`src/hdl/ledspi_pkg.sv`:
```
// Shared types and constants for the addressable LED SPI encoder.
// Used by every module of the block; depends on nothing else.
package ledspi_pkg;

   localparam int BITS_PER_PIXEL = 24;
   localparam int BIT_CNT_W      = 5;
   localparam int MAX_TAIL       = 40;
   localparam int TAIL_W         = 6;
   localparam int QUEUE_DEPTH    = 4;
   localparam int QPTR_W         = 2;
   localparam int QCNT_W         = 3;
   localparam int CSR_INDEX_W    = 8;

   localparam logic [CSR_INDEX_W-1:0] CSR_ONE_CODE  = 8'd0;
   localparam logic [CSR_INDEX_W-1:0] CSR_ZERO_CODE = 8'd1;

   localparam logic [7:0] ONE_CODE_RESET  = 8'd248;
   localparam logic [7:0] ZERO_CODE_RESET = 8'd192;
   localparam logic [7:0] TAIL_BYTE       = 8'h00;

   typedef struct packed {
      logic [7:0] green;
      logic [7:0] red;
      logic [7:0] blue;
      logic       frame_end;
   } req_item_type;

   typedef struct packed {
      logic [7:0] spi_byte;
      logic       last;
   } rsp_item_type;

   // One classified pixel as it waits between the front and the back.
   typedef struct packed {
      logic [BITS_PER_PIXEL-1:0] pixel_bits;
      logic [TAIL_W-1:0]         tail_len;
   } pixel_desc_type;

   typedef struct packed {
      logic [7:0] one_code;
      logic [7:0] zero_code;
   } code_pair_type;

endpackage

```
`src/hdl/addressable_led_spi_encoder.sv`:
```
// Top level of the addressable LED SPI encoder: front, queue, back and the code registers.
// Depends on ledspi_pkg, ledspi_front, ledspi_queue and ledspi_back.
//
// Each pixel word pushed in (green, red, blue and a frame end flag) comes out as
// 24 SPI words, green first and most significant bit first, where a one bit
// becomes the one_code pattern and a zero bit the zero_code pattern. A pixel
// with frame_end set is followed by RESET_BYTES zero words (at most 40) that
// form the latch gap, and the final word of each pixel carries last. The back
// serializer sends one word per clock while rsp_pop stays high; a pixel fills
// 24 words, or 24 + RESET_BYTES when it ends a frame, and pixels follow each
// other without gaps. A pushed pixel waits in the front register and the queue
// before the back takes it. A one-stage front plus a four-deep queue absorb
// pushes while the back is busy, so req_full rises only when that buffering is
// used up. Configuration writes are always taken (csr_ready is tied high);
// index 0 sets one_code, index 1 sets zero_code, and other indices are ignored.
// Change the codes only while the block holds no pixels.
module addressable_led_spi_encoder #(
   parameter int RESET_BYTES = 40
) (
   input  logic                                  clock,
   input  logic                                  reset,
   input  logic                                  req_push,
   output logic                                  req_full,
   input  ledspi_pkg::req_item_type              req_item,
   output logic                                  rsp_empty,
   input  logic                                  rsp_pop,
   output ledspi_pkg::rsp_item_type              rsp_item,
   input  logic                                  csr_valid,
   output logic                                  csr_ready,
   input  logic [ledspi_pkg::CSR_INDEX_W-1:0]    csr_index,
   input  logic [7:0]                            csr_data
);
   import ledspi_pkg::*;

   logic           q_push, q_full, q_pop, q_empty;
   pixel_desc_type q_wr_data, q_rd_data;
   code_pair_type  codes;
   logic [7:0]     one_code_ff, one_code_in;
   logic [7:0]     zero_code_ff, zero_code_in;
   logic           csr_write;

   // The code registers have no side effects, so writes never need to wait.
   assign csr_ready = 1'b1;
   assign csr_write = csr_valid && csr_ready;

   always_comb begin
      one_code_in  = one_code_ff;
      zero_code_in = zero_code_ff;
      if (csr_write) begin
         case (csr_index)
            CSR_ONE_CODE: begin
               one_code_in = csr_data;
            end
            CSR_ZERO_CODE: begin
               zero_code_in = csr_data;
            end
            default: begin
               one_code_in = one_code_ff;
            end
         endcase
      end
   end

   always_ff @(posedge clock) begin
      if (reset) begin
         one_code_ff  <= ONE_CODE_RESET;
         zero_code_ff <= ZERO_CODE_RESET;
      end else begin
         one_code_ff  <= one_code_in;
         zero_code_ff <= zero_code_in;
      end
   end

   assign codes.one_code  = one_code_ff;
   assign codes.zero_code = zero_code_ff;

   ledspi_front #(
      .RESET_BYTES (RESET_BYTES)
   ) u_front (
      .clock    (clock),
      .reset    (reset),
      .req_push (req_push),
      .req_full (req_full),
      .req_item (req_item),
      .q_push   (q_push),
      .q_full   (q_full),
      .q_data   (q_wr_data)
   );

   ledspi_queue u_queue (
      .clock     (clock),
      .reset     (reset),
      .push      (q_push),
      .full      (q_full),
      .push_data (q_wr_data),
      .pop       (q_pop),
      .empty     (q_empty),
      .pop_data  (q_rd_data)
   );

   ledspi_back u_back (
      .clock     (clock),
      .reset     (reset),
      .q_empty   (q_empty),
      .q_pop     (q_pop),
      .q_data    (q_rd_data),
      .codes     (codes),
      .rsp_empty (rsp_empty),
      .rsp_pop   (rsp_pop),
      .rsp_item  (rsp_item)
   );

endmodule

```
`src/hdl/ledspi_front.sv`:
```
// Front stage: accepts pixel words, packs them in GRB order and works out the tail length.
// Depends on ledspi_pkg.
module ledspi_front #(
   parameter int RESET_BYTES = 40
) (
   input  logic                      clock,
   input  logic                      reset,
   input  logic                      req_push,
   output logic                      req_full,
   input  ledspi_pkg::req_item_type  req_item,
   output logic                      q_push,
   input  logic                      q_full,
   output ledspi_pkg::pixel_desc_type q_data
);
   import ledspi_pkg::*;

   localparam int TAIL_CLAMPED = (RESET_BYTES > MAX_TAIL) ? MAX_TAIL : RESET_BYTES;
   localparam logic [TAIL_W-1:0] TAIL_LEN = TAIL_W'(TAIL_CLAMPED);

   logic           valid_ff, valid_in;
   pixel_desc_type desc_ff, desc_in;
   logic           accept;

   assign req_full = valid_ff && q_full;
   assign accept   = req_push && !req_full;
   assign q_push   = valid_ff && !q_full;
   assign q_data   = desc_ff;

   always_comb begin
      desc_in.pixel_bits = {req_item.green, req_item.red, req_item.blue};
      desc_in.tail_len   = req_item.frame_end ? TAIL_LEN : '0;
      if (accept) begin
         valid_in = 1'b1;
      end else if (q_push) begin
         valid_in = 1'b0;
      end else begin
         valid_in = valid_ff;
      end
   end

   always_ff @(posedge clock) begin
      if (reset) begin
         valid_ff <= 1'b0;
      end else begin
         valid_ff <= valid_in;
      end
      if (accept) begin
         desc_ff <= desc_in;
      end
   end

endmodule

```
`src/hdl/ledspi_queue.sv`:
```
// Short queue of classified pixels between the front and the back.
// Depends on ledspi_pkg.
module ledspi_queue (
   input  logic                       clock,
   input  logic                       reset,
   input  logic                       push,
   output logic                       full,
   input  ledspi_pkg::pixel_desc_type push_data,
   input  logic                       pop,
   output logic                       empty,
   output ledspi_pkg::pixel_desc_type pop_data
);
   import ledspi_pkg::*;

   pixel_desc_type          mem_ff [QUEUE_DEPTH];
   logic [QPTR_W-1:0]       wr_ptr_ff, rd_ptr_ff;
   logic [QCNT_W-1:0]       count_ff, count_in;
   logic                    do_push, do_pop;

   assign full     = (count_ff == QCNT_W'(QUEUE_DEPTH));
   assign empty    = (count_ff == '0);
   assign do_push  = push && !full;
   assign do_pop   = pop && !empty;
   assign pop_data = mem_ff[rd_ptr_ff];

   always_comb begin
      count_in = count_ff;
      if (do_push && !do_pop) begin
         count_in = count_ff + 1'b1;
      end else if (do_pop && !do_push) begin
         count_in = count_ff - 1'b1;
      end
   end

   always_ff @(posedge clock) begin
      if (reset) begin
         wr_ptr_ff <= '0;
         rd_ptr_ff <= '0;
         count_ff  <= '0;
      end else begin
         count_ff <= count_in;
         if (do_push) begin
            wr_ptr_ff <= wr_ptr_ff + 1'b1;
         end
         if (do_pop) begin
            rd_ptr_ff <= rd_ptr_ff + 1'b1;
         end
      end
      if (do_push) begin
         mem_ff[wr_ptr_ff] <= push_data;
      end
   end

endmodule

```
`src/hdl/ledspi_back.sv`:
```
// Back stage: serializes one pixel into 24 pattern bytes plus an optional zero tail.
// Depends on ledspi_pkg.
module ledspi_back (
   input  logic                       clock,
   input  logic                       reset,
   input  logic                       q_empty,
   output logic                       q_pop,
   input  ledspi_pkg::pixel_desc_type q_data,
   input  ledspi_pkg::code_pair_type  codes,
   output logic                       rsp_empty,
   input  logic                       rsp_pop,
   output ledspi_pkg::rsp_item_type   rsp_item
);
   import ledspi_pkg::*;

   logic [BITS_PER_PIXEL-1:0] shift_ff, shift_in;
   logic [BIT_CNT_W-1:0]      bits_left_ff, bits_left_in;
   logic [TAIL_W-1:0]         tail_left_ff, tail_left_in;
   logic                      out_valid_ff, out_valid_in;
   rsp_item_type              out_item_ff, out_item_in;
   logic                      advance, busy, in_bits, emit, emit_last, load;

   assign advance   = !out_valid_ff || rsp_pop;
   assign busy      = (bits_left_ff != '0) || (tail_left_ff != '0);
   assign in_bits   = (bits_left_ff != '0);
   assign emit      = advance && busy;
   assign emit_last = in_bits ? ((bits_left_ff == BIT_CNT_W'(1)) && (tail_left_ff == '0))
                              : (tail_left_ff == TAIL_W'(1));
   // The next pixel is taken in the cycle that sends the current one's final word.
   assign load      = !q_empty && (!busy || (emit && emit_last));
   assign q_pop     = load;

   assign rsp_empty = !out_valid_ff;
   assign rsp_item  = out_item_ff;

   always_comb begin
      shift_in     = shift_ff;
      bits_left_in = bits_left_ff;
      tail_left_in = tail_left_ff;
      out_valid_in = out_valid_ff;
      out_item_in  = out_item_ff;
      if (emit) begin
         if (in_bits) begin
            shift_in     = {shift_ff[BITS_PER_PIXEL-2:0], 1'b0};
            bits_left_in = bits_left_ff - 1'b1;
         end else begin
            tail_left_in = tail_left_ff - 1'b1;
         end
      end
      if (load) begin
         shift_in     = q_data.pixel_bits;
         bits_left_in = BIT_CNT_W'(BITS_PER_PIXEL);
         tail_left_in = q_data.tail_len;
      end
      if (advance) begin
         out_valid_in = emit;
         if (in_bits) begin
            out_item_in.spi_byte = shift_ff[BITS_PER_PIXEL-1] ? codes.one_code
                                                               : codes.zero_code;
         end else begin
            out_item_in.spi_byte = TAIL_BYTE;
         end
         out_item_in.last = emit_last;
      end
   end

   always_ff @(posedge clock) begin
      if (reset) begin
         bits_left_ff <= '0;
         tail_left_ff <= '0;
         out_valid_ff <= 1'b0;
      end else begin
         bits_left_ff <= bits_left_in;
         tail_left_ff <= tail_left_in;
         out_valid_ff <= out_valid_in;
      end
      shift_ff    <= shift_in;
      out_item_ff <= out_item_in;
   end

endmodule

```
`config.mk`:
```
export PLATFORM = sky130hd
export DESIGN_NAME = addressable_led_spi_encoder
export DESIGN_NICKNAME = d
export VERILOG_FILES = /design/src/hdl/ledspi_pkg.sv /design/src/hdl/addressable_led_spi_encoder.sv /design/src/hdl/ledspi_front.sv /design/src/hdl/ledspi_queue.sv /design/src/hdl/ledspi_back.sv
export SDC_FILE = /design/constraint.sdc
export NUM_CORES = 1
export LEC_CHECK = 0
export BUFFER_PORTS_ARGS = -buffer_cell sky130_fd_sc_hd__buf_2
export CORE_AREA = 5 5 137 139
export DETAILED_ROUTE_END_ITERATION = 7
export DIE_AREA = 0 0 142 144
export PLACE_DENSITY = 0.73
export SETUP_SLACK_MARGIN = 0.4
export SLEW_MARGIN = 25
export SYNTH_ARGS = -nofsm -noshare
export SYNTH_HDL_FRONTEND = slang
export SYNTH_SLANG_ARGS = --single-unit
```
`constraint.sdc`:
```
create_clock -name clock -period 10.3 [get_ports clock]
set_clock_uncertainty 0.15 [all_clocks]
set_input_delay 2.06 -clock clock [delete_from_list [all_inputs] [get_ports clock]]
set_output_delay 2.06 -clock clock [all_outputs]
set_load 0.01 [all_outputs]
```
======== Word level (Yosys, flattened, before mapping) ========
Memories as Yosys holds them, arrays and structs flattened. A register that Yosys moved wholly into a read port is not among the register bits.
Cells that the tools add are included.
cells by class
  add/sub/neg operators ................... 6
  multipliers ............................. 0
  divide/modulo/power cells ............... 0
  order comparisons ....................... 0
  eq/ne operators ......................... 5
  shift-type cells ........................ 0
  mux-type cells .......................... 20
  bitwise gates (word level) .............. 0
  reductions and logical operators ........ 36
operators by type and width
  kind                                               number
  two-way mux 24 bit                                 3
  two-way mux 6 bit                                  4
  two-way mux 5 bit                                  3
  logical AND 1 bit                                  11
  AND reduction 2 bit                                5
  == test 8 x 1 -> 1 bit (second input constant)     1
  zero test 8 bit                                    1
  two-way mux 8 bit                                  1
  nonzero test 2 bit                                 4
  zero test 1 bit                                    7
  == test 6 x 1 -> 1 bit (second input constant)     1
  zero test 6 bit                                    1
  two-way mux 3 bit                                  2
  nonzero test 6 bit                                 1
  subtractor 6 x 1 -> 6 bit (second input constant)  1
  == test 5 x 1 -> 1 bit (second input constant)     1
  two-way mux 1 bit                                  5
  nonzero test 5 bit                                 1
  subtractor 5 x 1 -> 5 bit (second input constant)  1
  adder 2 x 1 -> 2 bit (second input constant)       2
  two-way mux 2 bit                                  2
  adder 3 x 1 -> 3 bit (second input constant)       1
  == test 3 bit (second input constant)              1
  zero test 3 bit                                    1
  other kinds (4)                                    6
storage, ports and cells
  bits in registers ....................... 99
  bits in latches ......................... 0
  RAM bits ................................ 120
  ROM bits ................................ 0
  input port bits ......................... 46
  output and inout bits ................... 12
  logic and storage cells ................. 83
  memories kept ........................... 1
memories
  name            depth  bits a word  read ports  clocked after memory_dff  wr ports  RTL line            RTL
  u_queue.mem_ff  4      30           1           1                         1         ledspi_queue.sv:15  pixel_desc_type mem_ff [QUEUE_DEPTH];

======== Depth between registers and ports, before layout ========
  word-level depth ........................ 10
  mapped depth ............................ 12
  depth with buffers taken out ............ 10

======== Hierarchy ========
Synthesis repeated with hierarchy kept, for this count alone.
second synthesis, totals
  cells, all modules ...................... 481
  area, all modules ....................... 8,618.3 µm²
by module, submodules not included
  module                       times used  cells each  area an instance (µm²)  seq. area each (µm²)
  ledspi_queue                 1           204         4,798.4                 3,783.6
  ledspi_back                  1           169         2,277.2                 1,231.2
  ledspi_front                 1           37          847.1                   770.7
  addressable_led_spi_encoder  1           71          695.7                   320.3

======== Least setup slack after synthesis ========
Ideal clock, no wire load.
  path type ............................... input-to-reg
  start ................................... input port rsp_pop
  end ..................................... register u_back.shift_ff[0] (enable)
  setup time .............................. 0.413 ns
  arrival ................................. 4.314 ns
  data required time ...................... 9.737 ns
  setup slack ............................. 5.423 ns
  cell stages on the path ................. 7
  path buffers ............................ 2
  path through ............................ nand2b_1 > buf_2 > nand3_1 > nor3_2 > a32oi_2 > buf_4 > a21oi_1
between the ends
  longest elaborated chain between the ends .. 7
  elaborated cells between the ends (all ways) .. 8
  classes of those cells .................. reduce/logical: 8
RTL lines
  item                                      RTL line                           RTL
  start, declared                           addressable_led_spi_encoder.sv:26  input logic rsp_pop,
  logical OR 1 bit (*)                      ledspi_back.sv:23                  assign advance = !out_valid_ff || rsp_pop;
  logical AND 1 bit (*)                     ledspi_back.sv:26                  assign emit = advance && busy;
  logical AND 1 bit                         ledspi_back.sv:30                  assign load = !q_empty && (!busy || (emit && emit_last));
  logical OR 1 bit                          ledspi_back.sv:30
  logical AND 1 bit                         ledspi_back.sv:30
  nonzero test 2 bit (no source line)       --
  AND reduction 2 bit (no source line) (*)  --
  end signal, assigned                      ledspi_back.sv:77                  shift_ff <= shift_in;
  end, declared                             ledspi_back.sv:16                  logic [BITS_PER_PIXEL-1:0] shift_ff, shift_in;
Mark *: on every way between the ends. The rest lies on a longest branch, timed or not.
A chain may end at the register's enable or synchronous reset.

======== Worst setup path in the final report ========
  start ................................... input port rsp_pop
  end ..................................... register u_queue.count_ff[2]
between the ends
  longest elaborated chain between the ends .. 9
  elaborated cells between the ends (all ways) .. 11
  classes of those cells .................. mux: 1; reduce/logical: 10
RTL lines
  item                                                     RTL line            RTL
  logical OR 1 bit (*)                                     ledspi_back.sv:23
  logical AND 1 bit (*)                                    ledspi_back.sv:26
  logical AND 1 bit (*)                                    ledspi_back.sv:30
  logical OR 1 bit (*)                                     ledspi_back.sv:30
  logical AND 1 bit (*)                                    ledspi_back.sv:30
  logical AND 1 bit (*)                                    ledspi_queue.sv:23  assign do_pop = pop && !empty;
  zero test 1 bit                                          ledspi_queue.sv:28  if (do_push && !do_pop) begin
  logical AND 1 bit                                        ledspi_queue.sv:28
  two-way mux 3 bit or nonzero test 2 bit (tied branches)  --
  end signal, assigned                                     ledspi_queue.sv:41  count_ff <= count_in;
  end, declared                                            ledspi_queue.sv:17  logic [QCNT_W-1:0] count_ff, count_in;
Marked as above.

==> impl_metrics.tcl <==
set metrics [dict create \
    synth_cell_types 45 \
    layout_setup_ws_ns 5.73 \
    wirelength_um 12800 \
    cts_buffers 17 \
    cts_root_buf "clkbuf_16" \
    clkTransAtPathRegs_ns 0.07 \
    cp-end-kind "register" \
    cts_setup_buffers 0 \
    grt_antenna_before_repair 0 \
    synthAdderAreaFrac 0.0207 \
    seqCellArea_um2 5510 \
    yosysWarnings 0 \
    status "finished, final reports clean" \
    yosys_register_bits 196 \
    critPathKind "input pin to register" \
    syn_to_final_growth_pct 14.6 \
    min_period_ns 4.57 \
    muxShareOfSynthArea 0.134 \
    irDropWorstVdd_mv 0.161 \
    cap_violations 0 \
    r2r_slack_ns 7.06 \
    crit_path_end "u_queue.count_ff[2]" \
    wl_met1_um 5040 \
    final_cell_mix "edfxtp_1, buf_2, dfxtp_1" \
    power_density_nw_per_um2 267 \
    synth-simple-area-share 0.0568 \
    die_h_um 144 \
    netlist_instances 440 \
    layout_commonest_cell "edfxtp_1" \
    pre_cts_ws_ns 5.31 \
    ctsResizeCount 0 \
    synth.cell_area_um2 7620 \
    min_path_type "register to register" \
    crit_start "rsp_pop" \
    wire_per_inst_um 17.1 \
    r2r_end "u_queue.count_ff[2]" \
    clock_latency_ns 0.42 \
    synthArstFlopShare 0 \
    multi_input_area_um2 1960 \
    rsz0062_at_grt "false" \
    wl_met3_um 657 \
    placed_area_um2 8150 \
    arrival_ns 4.78 \
    antenna_cells 0 \
    synth_edf_count 158 \
    total_power_mw 2.33 \
    portBuffers 56 \
    dr_total_vias 3854 \
    drive_gt1_frac 0.293 \
    drtIter0Drc 184 \
    min_period_over_period 0.444 \
    initial_core_util 0.434 \
    worstPathRequired_ns 10.50 \
    rows 49 \
    tightest_slew_ns 0.804 \
    drv_slew 0 \
    max_slew_margin 0.464 \
    r2r_start "u_back.bits_left_ff[3]" \
    synthXorXnorAreaFrac 0.00805 \
    cts_hold_buf 0 \
    ant_nets 0 \
    route.met2.wl_um 6880 \
    h-tree-depth 4 \
    gr-total-overflow 0 \
    cts.sinks 196 \
    synth_top_family_by_area "multiplexers" \
    dieArea_um2 20400 \
    fin_area_um2 8730 \
    viasPerCell 5.17 \
    p_leak_nw 3.09 \
    start_kind "input pin" \
    drt_pass1_iterations 4 \
    fill_cells 1432 \
    hold_viol_final 0 \
    synth_compound_area_frac 0.0355 \
    grt_use_total 0.134 \
    grt_max_degree 38 \
    dr.max_layer_used "met4" \
    dpl.hpwl_um 7950 \
    holdWs_ns 0.323 \
    grt_pass1_vias 4098 \
    drc 0 \
    core_um2 17500 \
    seq_area_frac_synth 0.723 \
    nets 561 \
    finalSetupViolCount 0 \
    cts_buffer_depth 2 \
    synthFlopType "edfxtp_1" \
    cts_tree "built" \
    cp_max_fo 37 \
    rr_worst_depth 9 \
    io_pins 58 \
    final.setup.tns_ns 0 \
    gp_congestion 0.717 \
    fmax_ghz 0.219 \
    syn_nets 498 \
    avgSynthCellArea_um2 17.3 \
    grt_pass1_wl_um 20900 \
    die_x_um 142 \
]
cell usage after synthesis (3+ instances only):
library cell,count,area share
a211o_1,7,0.0080
a21oi_1,15,0.0099
a31oi_1,3,0.0025
and2_1,6,0.0049
and3_1,3,0.0025
buf_1,4,0.0020
buf_2,3,0.0020
buf_6,3,0.0044
clkbuf_1,9,0.0044
dfxtp_1,38,0.10
edfxtp_1,158,0.62
ha_1,11,0.018
inv_1,14,0.0069
mux2_2,23,0.034
mux2i_1,20,0.026
mux4_2,25,0.074
nand2_1,5,0.0025
nand2b_1,4,0.0033
nand3_1,3,0.0020
nor2_1,38,0.019
nor2b_1,7,0.0057
o21ai_0,3,0.0020
or3_1,4,0.0033
xnor2_1,5,0.0057
sequential cells by signal, indices dropped and copies added (netlist names), named ones only:
signal / flops
one_code_ff: 8
u_queue.count_ff: 3
u_front.q_data: 25
u_back.shift_ff: 24
u_back.tail_left_ff: 6
u_back.rsp_item: 9
u_queue.wr_ptr_ff: 2
u_queue.mem_ff: 100
u_back.out_valid_ff: 1
u_queue.rd_ptr_ff: 2
u_front.valid_ff: 1
zero_code_ff: 8
u_back.bits_left_ff: 5
critical path: stages:
cell and delay (ns):
buf_2 0.07, nand2b_1 0.55, nand3_1 0.19, nor3_2 0.21, a32oi_2 0.09, buf_4 0.31, ha_1 0.29, fa_1 0.39
xnor2_1 0.14, or3_1 0.32, a21oi_1 0.15
stage by stage:
step           utilization  cells
5_1_grt              0.498    745
2_1_floorplan            -    440
6_report             0.498    745
3_3_place_gp         0.465    713
3_5_place_dp         0.465    713
4_1_cts              0.498    745
worst min-delay path by stage:
stage | endpoint | from | cells past startpoint | slack, ns
after floorplan | zero_code_ff[6] | zero_code_ff[6] | 1 | 0.28
after global placement | zero_code_ff[6] | zero_code_ff[6] | 1 | 0.29
after detailed placement | zero_code_ff[7] | zero_code_ff[7] | 1 | 0.30
after CTS | zero_code_ff[6] | zero_code_ff[6] | 1 | 0.32
after global routing | zero_code_ff[6] | zero_code_ff[6] | 1 | 0.33
final | zero_code_ff[6] | zero_code_ff[6] | 1 | 0.32
final cells by class:
class                   instances  area share
flip-flops and latches        196       0.631
multi-input cells             209       0.224
clock buffers                  17      0.0487
repair buffers                 65      0.0398
well taps                     229      0.0328
clock inverters                15      0.0179
inverters                      14     0.00602
power breakdown:
group          internal (mW)  total (mW)  switching [mW]
clock                  0.359       0.638           0.279
sequential              1.04        1.10          0.0680
combinational          0.266       0.591           0.325
total                   1.66        2.33           0.672
routing by layer:
metal / up-vias / global-route usage
met4: 0 / 0.0551
met2: 112 / 0.238
li1: 1808 / -
met3: 16 / 0.0397
met1: 1918 / 0.152
met5: - / 0
cells by family after synthesis:
kind of cell	Yosys count
AOI/OAI and AO/OA	39
other	1
buffers and inverters	35
xor gates and xnor gates	7
muxes	68
DFF	196
and+or+nand+nor	82
adders and majority gates	12
No activity file was read; power rests on OpenSTA's default activity.
